--- config.mk ---
export PLATFORM = sky130hd
export DESIGN_NAME = lic_queue
export DESIGN_NICKNAME = d
export VERILOG_FILES = /design/src/design/lic_pkg.sv /design/src/design/lic_queue.sv
export SDC_FILE = /design/constraint.sdc
export NUM_CORES = 1
export LEC_CHECK = 0
export BUFFER_PORTS_ARGS = -buffer_cell sky130_fd_sc_hd__buf_2
export CAP_MARGIN = 10
export CORE_MARGIN = 3
export CORE_UTILIZATION = 37
export CTS_CLUSTER_SIZE = 28
export DETAILED_ROUTE_END_ITERATION = 8
export PLACE_DENSITY_LB_ADDON = 0.25
export SETUP_SLACK_MARGIN = 0.5
export SKIP_CTS_REPAIR_TIMING = 1
export SLEW_MARGIN = 10
export SYNTH_ARGS = -nofsm -noshare
export SYNTH_HDL_FRONTEND = slang
export SYNTH_SLANG_ARGS = --single-unit
--- constraint.sdc ---
create_clock -name i_clk -period 1.5 [get_ports i_clk]
set_input_delay 0.15 -clock i_clk [delete_from_list [all_inputs] [get_ports i_clk]]
set_output_delay 0.15 -clock i_clk [all_outputs]
set_load 0.05 [all_outputs]
--- src/design/lic_pkg.sv ---
`timescale 1ns / 1ps
// shared types and constants of the line intersection classifier
// no dependencies
package lic_pkg;

    localparam int COORD_WIDTH_DEF = 16;
    localparam int FRAC_BITS_DEF   = 16;
    localparam int QUEUE_DEPTH     = 4;

    typedef enum logic [1:0] {
        REL_INTERSECT = 2'd0,
        REL_OVERLAP   = 2'd1,
        REL_APART     = 2'd2,
        REL_PARALLEL  = 2'd3
    } t_relation;

    function automatic int eff_width(input int cw);
        return (cw < 16) ? cw : 16;
    endfunction

endpackage

--- src/design/lic_queue.sv ---
`timescale 1ns / 1ps
// short item queue between front end and divider back end
// depends on lic_pkg
module lic_queue
    import lic_pkg::*;
#(
    parameter int WIDTH = 8
) (
    input  logic             i_clk,
    input  logic             i_rst_n,
    input  logic             i_push,
    input  logic [WIDTH-1:0] i_data,
    input  logic             i_pop,
    output logic             o_full,
    output logic             o_empty,
    output logic [WIDTH-1:0] o_data
);

    localparam int AW = $clog2(QUEUE_DEPTH);
    localparam int CW = $clog2(QUEUE_DEPTH + 1);

    logic [WIDTH-1:0] r_mem [QUEUE_DEPTH];
    logic [AW-1:0]    r_wr, r_rd;
    logic [CW-1:0]    r_cnt;

    always_ff @(posedge i_clk) begin
        if (!i_rst_n) begin
            r_wr  <= '0;
            r_rd  <= '0;
            r_cnt <= '0;
        end else begin
            if (i_push) begin
                r_wr <= r_wr + AW'(1);
            end
            if (i_pop) begin
                r_rd <= r_rd + AW'(1);
            end
            if (i_push && !i_pop) begin
                r_cnt <= r_cnt + CW'(1);
            end else if (!i_push && i_pop) begin
                r_cnt <= r_cnt - CW'(1);
            end
        end
    end

    always_ff @(posedge i_clk) begin
        if (i_push) begin
            r_mem[r_wr] <= i_data;
        end
    end

    assign o_full  = (r_cnt == CW'(QUEUE_DEPTH));
    assign o_empty = (r_cnt == '0);
    assign o_data  = r_mem[r_rd];

endmodule

==> results by group, run 1 <==
Outcome
  – Status: finished, violations left
  – Failing checks: negative setup slack

GRT
  – M2 GR Usage: 0.191
  – First-pass GRT wire length: 4150 um
  – Busiest grt layer: met2
  – Number of global-route vias before repair: 912
  – Initial antenna violation count: 0
  – Overall routing resource usage: 0.111
  – M1 GR Usage: 0.120
  – GRT overflow: 0
  – Met3 Usage GRT: 0.0379
  – Pin count of the biggest net entering global routing: 13

Min path
  – Hold WC Path Type: in -> reg

CTS
  – Clk_lat worst skew: 0.28 ns
  – Clock sink count: 41
  – Root Buffer: clkbuf_8
  – CTS tree: built
  – Cts bufs inserted: 5
  – Clk slew on worst S/H paths: 0.07 ns
  – Max H-tree Level: 2
  – Max Root-Sink Buffers: 2

Power
  – Flop pwr share: 0.489
  – VDD IR max: 0.617 mV
  – Combinational power share: 0.208
  – Leak: 0.746 nW
  – Internal power: 2.05 mW
  – Clock power share: 0.303
  – Sw frac: 0.260
  – Pwr/cell area: 1320 nW/um^2
  – NetSw: 0.721 mW

Worst setup path
  – CP cell instances: buf_12 -> mux4_2 -> buf_6
  – WP buf/inv: 2
  – Arrival @ worst endpoint: 1.45 ns
  – Critical path's slowest cell: mux4_2
  – Kind of start point of the critical path: register
  – Delay-heaviest family, CP: multiplexers
  – Worst EP required: 1.35 ns
  – Crit path max fanout: 8
  – Crit path capture type: output port
  – CP max stage delay: 0.52 ns
  – Setup Crit Path Kind: reg -> out

Logic synthesis
  – Seq/Total Area, Yosys: 0.712
  – Synth Area in Simple Gates: 0.0570
  – Synth Area in Adders: 0.0515
  – Synthesized cell area: 1600 um^2
  – Mux contribution to synthesized area: 0.125
  – Syn. warnings: 0
  – Main combinational cell family by area after synthesis: multiplexers
  – Syn Area/Cell: 18.9 um^2
  – Synth Area in Compound Gates: 0.00781
  – Cells after Synth: 85
  – Synth unique cells: 19
  – Xor-xnor portion of the synthesized cell area: 0.0273
  – Syn Nets: 103
  – Synthesized flop and latch total: 41

Die
  – Die X: 71.8 um
  – Die Footprint: 5160 um^2
  – Chip height: 71.8 um
  – Core area: 4090 um^2
  – Rows: 23
  – Initial core utilization: 0.392
  – Io pins: 22

STA
  – Relative slew slack: 0.865
  – Setup TNS: -0.748 ns
  – Crit path time final: 1.60 ns
  – RSZ-0062 raised after global routing: yes
  – Hold Fails Final Rpt: 0
  – Period utilization: 1.07
  – Final Skew: 0.00318 ns
  – Least-Margin Pin Slew: 0.202 ns
  – Fin worst setup slack: -0.104 ns
  – Fmax: 623 MHz
  – Slew Limit Fails: 0
  – Setup-failing EPs final: 8

Route
  – # DRC: 0
  – DRT antenna net count: 0
  – Initial drt markers: 41
  – Final wirelength: 2640 um
  – Pre-antenna DRT Iters: 3
  – Via Count: 802
  – Avg WL per Cell: 15.7 um
  – Via density: 4.77

Cells and area
  – Core Util, Final: 0.513
  – Ant. Diodes: 0
  – Share of layout cells above drive strength 1: 0.534
  – Final cell count without fillers: 168
  – Area Growth Syn to Fin: 30.9%
  – Total Nets Final: 135

Run
  – Max-Cap Viols: 0

Placed design
  – DP Worst Slack: -0.0302 ns
  – GPL Wtd Cong: 0.656
  – IO Port Bufs: 21
  – Dpl cells: 158
  – Hpwl dp: 1780 um
-- flip-flops by register name, indices dropped and copies added (netlist names), named ones only --
register / flops
r_rd: 2
r_wr: 2
r_cnt: 3
r_mem: 32
-- worst reg2reg max path, stage by stage, from the launching register on --
cell and delay, ns:
dfxtp_4 0.37, fa_2 0.40, xor2_2 0.18, or3_1 0.31, a21boi_1 0.12
-- placed cells by master (no fill, tap or decap), drive strengths merged, types with 2 or more instances in the layout --
master	n
edfxtp	32
buf	27
and2	9
dfxtp	9
mux4	8
clkbuf	6
ha	5
inv	4
xor2	3
xnor2	2
mux2i	2
nor2b	2
-- metrics by stage --
| stage | area (um^2) | hold WS (ns) | total power [mW] |
|---|---|---|---|
| global placement | 1830 | 0.360 | 1.83 |
| global route | 2100 | 0.0642 | 2.91 |
| CTS | 1940 | 0.0710 | 2.70 |
| finish | 2100 | 0.0785 | 2.77 |
| detailed placement | 1830 | 0.372 | 1.85 |
| floorplan | 1640 | 0.249 | 1.72 |
-- worst paths after layout --
kind | start | endpoint | slack, ns | cells past startpoint
hold reg to reg | r_cnt[2] | r_cnt[2] | 0.57 | 2
setup reg to reg | r_cnt[0] | r_cnt[2] | 0.06 | 4
hold / removal | i_data[3] | r_mem[3][3] | 0.08 | 1
setup / recovery | register | o_data[7] | -0.10 | 3
-- kinds of logic after synthesis --
logic type | after synthesis
compound gates | 2
fa+ha+maj | 6
xor+xnor | 5
mux | 10
buf+inv | 6
flops | 41
simple gates | 15
-- cells in the mapped netlist, drive strengths merged --
cell	instances	share of area
xnor2	2	0.011
inv	4	0.0094
fa	1	0.012
buf	1	0.0070
edfxtp	32	0.60
nor3	1	0.0031
dfxtp	9	0.11
ha	5	0.039
nand2	1	0.0023
mux2i	2	0.012
or3	1	0.0039
nor3b	1	0.0047
a21boi	1	0.0047
and2	9	0.035
nor2b	2	0.0078
clkbuf	1	0.0031
xor2	3	0.016
mux4	8	0.11
o21ai	1	0.0031
-- per-layer routing --
metal / vias to the layer above / part of all wire / wire (um)
met3: 4 / 0.046 / 122
met2: 18 / 0.52 / 1370
li1: 377 / - / -
met4: 0 / 0.014 / 36
met5: - / 0 / 0
met1: 403 / 0.42 / 1110
-- power by group through the flow --
stage | sequential (mW) | combinational (mW) | clock, mW
2_1_floorplan | 1.36 | 0.363 | 0
3_3_place_gp | 1.37 | 0.466 | 0
3_5_place_dp | 1.37 | 0.477 | 0
4_1_cts | 1.35 | 0.478 | 0.870
5_1_grt | 1.36 | 0.615 | 0.936
6_report | 1.36 | 0.577 | 0.840
-- area by class of cell --
class / instances / area [um^2]
clock inverter: 2 / 33.8
tap: 50 / 62.6
multi-input combinational: 38 / 519
inverter: 4 / 20.0
timing repair buffer: 27 / 233
clock buffer: 6 / 72.6
sequential: 41 / 1160
fill: 353 / 1990
Note: power is estimated with default switching activity, not from simulation.
==> inputs of run 2 (changes only) <==
--- a/config.mk
+++ b/config.mk
@@ -11,7 +11,6 @@
 export CORE_UTILIZATION = 37
 export CTS_CLUSTER_SIZE = 28
 export DETAILED_ROUTE_END_ITERATION = 8
-export PLACE_DENSITY_LB_ADDON = 0.25
 export SETUP_SLACK_MARGIN = 0.5
 export SKIP_CTS_REPAIR_TIMING = 1
 export SLEW_MARGIN = 10
==> results by group, run 2 (same netlist as run 1, synthesis figures left out) <==
Route
  – Pre-antenna DRT Iters: 4
  – Via Count: 797
  – Initial drt markers: 33
  – Via density: 4.72
  – Avg WL per Cell: 15.4 um
  – # DRC: 0
  – Final wirelength: 2600 um
  – DRT antenna net count: 0

Die
  – Core area: 4090 um^2
  – Die X: 71.8 um
  – Io pins: 22
  – Initial core utilization: 0.392
  – Chip height: 71.8 um
  – Die Footprint: 5160 um^2
  – Rows: 23

Power
  – Leak: 0.743 nW
  – VDD IR max: 0.545 mV
  – Tot Pwr: 2.62 mW
  – Pwr/cell area: 1260 nW/um^2

Cells and area
  – Ant. Diodes: 0
  – Largest regs: r_mem: 32 flops, r_cnt: 3 flops
  – Total Nets Final: 136
  – Largest register FFs: 32
  – Most frequent cells in the layout: 32 x edfxtp_1, 12 x buf_6, 11 x buf_2
  – Fin area: 2080 um^2
  – Share of layout cells above drive strength 1: 0.555
  – Fill cell count: 346
  – Area Growth Syn to Fin: 29.9%
  – Most flop-heavy register: r_mem
  – Commonest non-fill, non-tap cell in the layout: edfxtp_1

GRT
  – GRT overflow: 0
  – Pin count of the biggest net entering global routing: 14
  – Number of global-route vias before repair: 821
  – Overall routing resource usage: 0.104
  – First-pass GRT wire length: 3850 um
  – Initial antenna violation count: 0

CTS
  – Max H-tree Level: 2
  – Max Root-Sink Buffers: 2
  – Clk slew on worst S/H paths: 0.08 ns
  – CTS tree: built
  – Root Buffer: clkbuf_8
  – Cts bufs inserted: 5
  – Clk_lat worst skew: 0.29 ns
  – Clock sink count: 41

STA
  – Fmax: 623 MHz
  – Fin worst setup slack: -0.105 ns
  – Period utilization: 1.07
  – Setup TNS: -0.764 ns
  – RSZ-0062 raised after global routing: yes
  – Least-Margin Pin Slew: 0.145 ns
  – Final Skew: 0.00634 ns
  – Crit path time final: 1.61 ns
  – Slew Limit Fails: 0
  – Setup-failing EPs final: 8
  – Hold Fails Final Rpt: 0
  – Relative slew slack: 0.901

Worst setup path
  – Register-to-register path setup slack: 0.12 ns
  – Crit path capture type: output port
  – Crit path max fanout: 8
  – Worst EP required: 1.35 ns
  – Kind of start point of the critical path: register
  – Arrival @ worst endpoint: 1.46 ns
  – Setup Crit Path Kind: reg -> out

Placed design
  – DP Worst Slack: -0.0236 ns
  – Hpwl dp: 1680 um
  – IO Port Bufs: 21
  – Placed Area: 1830 um^2
  – GPL Wtd Cong: 0.612

Outcome
  – Failing checks: negative setup slack
  – Status: finished, violations left

Run
  – Max-Cap Viols: 0

Min path
  – Hold WC Path Type: in -> reg
run 2: cell type report:
type / count / area, um^2 / share of cell area
flip-flops and latches: 41 / 1160 / 0.558
multi-input cells: 38 / 512 / 0.246
repair buffers: 28 / 240 / 0.115
clock buffers: 5 / 68.8 / 0.0331
well taps: 50 / 62.6 / 0.0300
inverters: 4 / 20.0 / 0.00962
clock inverters: 3 / 17.5 / 0.00841
run 2: path summary, 6_finish.rpt:
path                                 from          end  cells after the start
worst max-delay path             register    o_data[3]                      3
worst min-delay path            i_data[4]  r_mem[2][4]                      1
worst max register to register   r_cnt[1]     r_cnt[2]                      4
worst min register to register   r_cnt[2]     r_cnt[2]                      2
run 2: critical path, stage by stage (launching register included):
cell     delay, ns
dfxtp_2       0.34
buf_12        0.14
mux4_2        0.52
buf_6         0.17
run 2: metrics by stage:
step           hold WS, ns  utilization  std cells
6_report            0.0666        0.509        169
5_1_grt             0.0487        0.509        169
4_1_cts             0.0578        0.470        166
3_5_place_dp         0.367        0.449        158
3_3_place_gp         0.361        0.449        158
2_1_floorplan        0.249            -         85
run 2: report_power, final:
group | switching (mW) | leakage (nW) | internal [mW]
registers | 0.0516 | 0.372 | 1.30
logic | 0.315 | 0.327 | 0.262
clock network | 0.369 | 0.0439 | 0.321
total | 0.736 | 0.743 | 1.89
run 2: routing by layer:
metal  vias to the layer above  global-route usage  wire length [um]
met5                         -                   0                 0
met4                         0              0.0438                43
met3                         6              0.0463               116
met2                        15               0.168              1380
met1                       390               0.120              1050
li1                        386                   -                 -
==> inputs of run 3 (changes only) <==
--- a/config.mk
+++ b/config.mk
@@ -11,6 +11,7 @@
 export CORE_UTILIZATION = 37
 export CTS_CLUSTER_SIZE = 28
 export DETAILED_ROUTE_END_ITERATION = 8
+export REMOVE_ABC_BUFFERS = 1
 export SETUP_SLACK_MARGIN = 0.5
 export SKIP_CTS_REPAIR_TIMING = 1
 export SLEW_MARGIN = 10
==> results by group, run 3 (same netlist as run 1, synthesis figures left out) <==
Route
  – Initial drt markers: 23
  – Pre-antenna DRT Iters: 4
  – Via Count: 844
  – # DRC: 0
  – Final wirelength: 2730 um
  – Avg WL per Cell: 15.3 um
  – DRT antenna net count: 0
  – Via density: 4.74

GRT
  – Initial antenna violation count: 0
  – Pin count of the biggest net entering global routing: 14
  – Met3 Usage GRT: 0.0435
  – First-pass GRT wire length: 4140 um
  – Number of global-route vias before repair: 822
  – M2 GR Usage: 0.178
  – Busiest grt layer: met2
  – M1 GR Usage: 0.133
  – GRT overflow: 0
  – Overall routing resource usage: 0.111

STA
  – Least-Margin Pin Slew: 0.144 ns
  – Final Skew: 0.00686 ns
  – Slew Limit Fails: 0
  – Hold Fails Final Rpt: 0
  – RSZ-0062 raised after global routing: yes
  – Crit path time final: 1.60 ns
  – Period utilization: 1.07
  – Fmax: 624 MHz
  – Relative slew slack: 0.901
  – Fin worst setup slack: -0.102 ns
  – Setup-failing EPs final: 8

Power
  – Leak: 0.798 nW
  – Internal power: 1.91 mW
  – Flop pwr share: 0.507
  – Sw frac: 0.282
  – VDD IR max: 0.675 mV
  – Tot Pwr: 2.66 mW
  – Combinational power share: 0.234
  – Clock power share: 0.260
  – NetSw: 0.752 mW
  – Pwr/cell area: 1220 nW/um^2

Worst setup path
  – Crit path max fanout: 5
  – Reg2reg end: r_cnt[2]
  – Worst EP required: 1.35 ns
  – Reg2reg path depth: 4
  – Arrival @ worst endpoint: 1.45 ns
  – Crit path capture type: output port
  – Register-to-register path setup slack: 0.13 ns
  – Worst r2r src: r_cnt[1]
  – Kind of start point of the critical path: register
  – Setup Crit Path Kind: reg -> out

Min path
  – Hold Crit Start: i_data[5]
  – WHS Endpoint: r_mem[0][5]
  – Hold WC Path Type: in -> reg
  – Hold path cells: 1

CTS
  – Max Root-Sink Buffers: 2
  – Root Buffer: clkbuf_8
  – Clk_lat worst skew: 0.29 ns
  – Cts bufs inserted: 5
  – Clk slew on worst S/H paths: 0.08 ns
  – CTS tree: built
  – Max H-tree Level: 2
  – Clock sink count: 41

Placed design
  – GPL Wtd Cong: 0.670
  – Placed Area: 1840 um^2
  – IO Port Bufs: 21
  – Hpwl dp: 1790 um

Outcome
  – Status: finished, violations left
  – Failing checks: negative setup slack

Die
  – Initial core utilization: 0.392
  – Chip height: 71.8 um
  – Core area: 4090 um^2
  – Io pins: 22
  – Die X: 71.8 um
  – Rows: 23
  – Die Footprint: 5160 um^2

Cells and area
  – Fin area: 2180 um^2
  – Area Growth Syn to Fin: 35.8%
  – Share of layout cells above drive strength 1: 0.563
  – Most frequent cells in the layout: 32 x edfxtp_1, 18 x buf_6, 11 x buf_2
  – Core Util, Final: 0.532
  – Fill cell count: 350
  – Most flop-heavy register: r_mem
  – Largest register FFs: 32
  – Largest regs: r_mem: 32 flops, r_cnt: 3 flops
  – Total Nets Final: 145
  – Ant. Diodes: 0
  – Commonest non-fill, non-tap cell in the layout: edfxtp_1

Run
  – Max-Cap Viols: 0
-- run 3: cell types whose count changed in the layout (fill, tap and decap cells not counted), sizes merged --
cell | before | now
buf | 28 | 37
-- run 3: worst max path at each step --
stage,startpoint,to,slack [ns],cells past startpoint
4_1_cts,register,o_data[1],-0.21,3
3_5_place_dp,i_pop,r_cnt[2],-0.09,8
3_3_place_gp,i_pop,r_cnt[2],-0.03,8
2_1_floorplan,r_cnt[1],o_full,-0.15,1
6_report,register,o_data[1],-0.10,3
5_1_grt,register,o_data[1],-0.17,3
-- run 3: cell type report --
class	count	area, um^2	area share
multi-input cells	38	515	0.237
inverters	4	20.0	0.00920
clock inverters	3	17.5	0.00805
well taps	50	62.6	0.0288
flip-flops and latches	41	1160	0.532
clock buffers	5	68.8	0.0316
repair buffers	37	333	0.153
-- run 3: layer usage --
metal | wire (um) | vias up
met5 | 0 | -
met4 | 25 | 0
met3 | 128 | 2
met2 | 1430 | 21
met1 | 1150 | 420
li1 | - | 401
-- run 3: stage by stage --
step,setup slack (ns),setup TNS (ns),std cells,hold slack (ns)
after floorplan,-0.152,-0.234,83,0.249
after global placement,-0.0343,-0.0343,166,0.360
after detailed placement,-0.0871,-0.0871,166,0.368
after CTS,-0.213,-1.42,174,0.0581
after global routing,-0.168,-1.23,178,0.0563
final,-0.102,-0.718,178,0.0686
-- run 3: power by group through the flow --
stage	clock network [mW]	registers (mW)	logic, mW
global placement	0	1.35	0.461
finish	0.691	1.35	0.622
CTS	0.723	1.33	0.469
detailed placement	0	1.36	0.468
floorplan	0	1.36	0.323
global route	0.783	1.36	0.666
-- run 3: worst max-delay path: stages (launching register included) --
cell and delay [ns]:
dfxtp_2 0.34, buf_6 0.13, mux4_2 0.52, buf_6 0.17
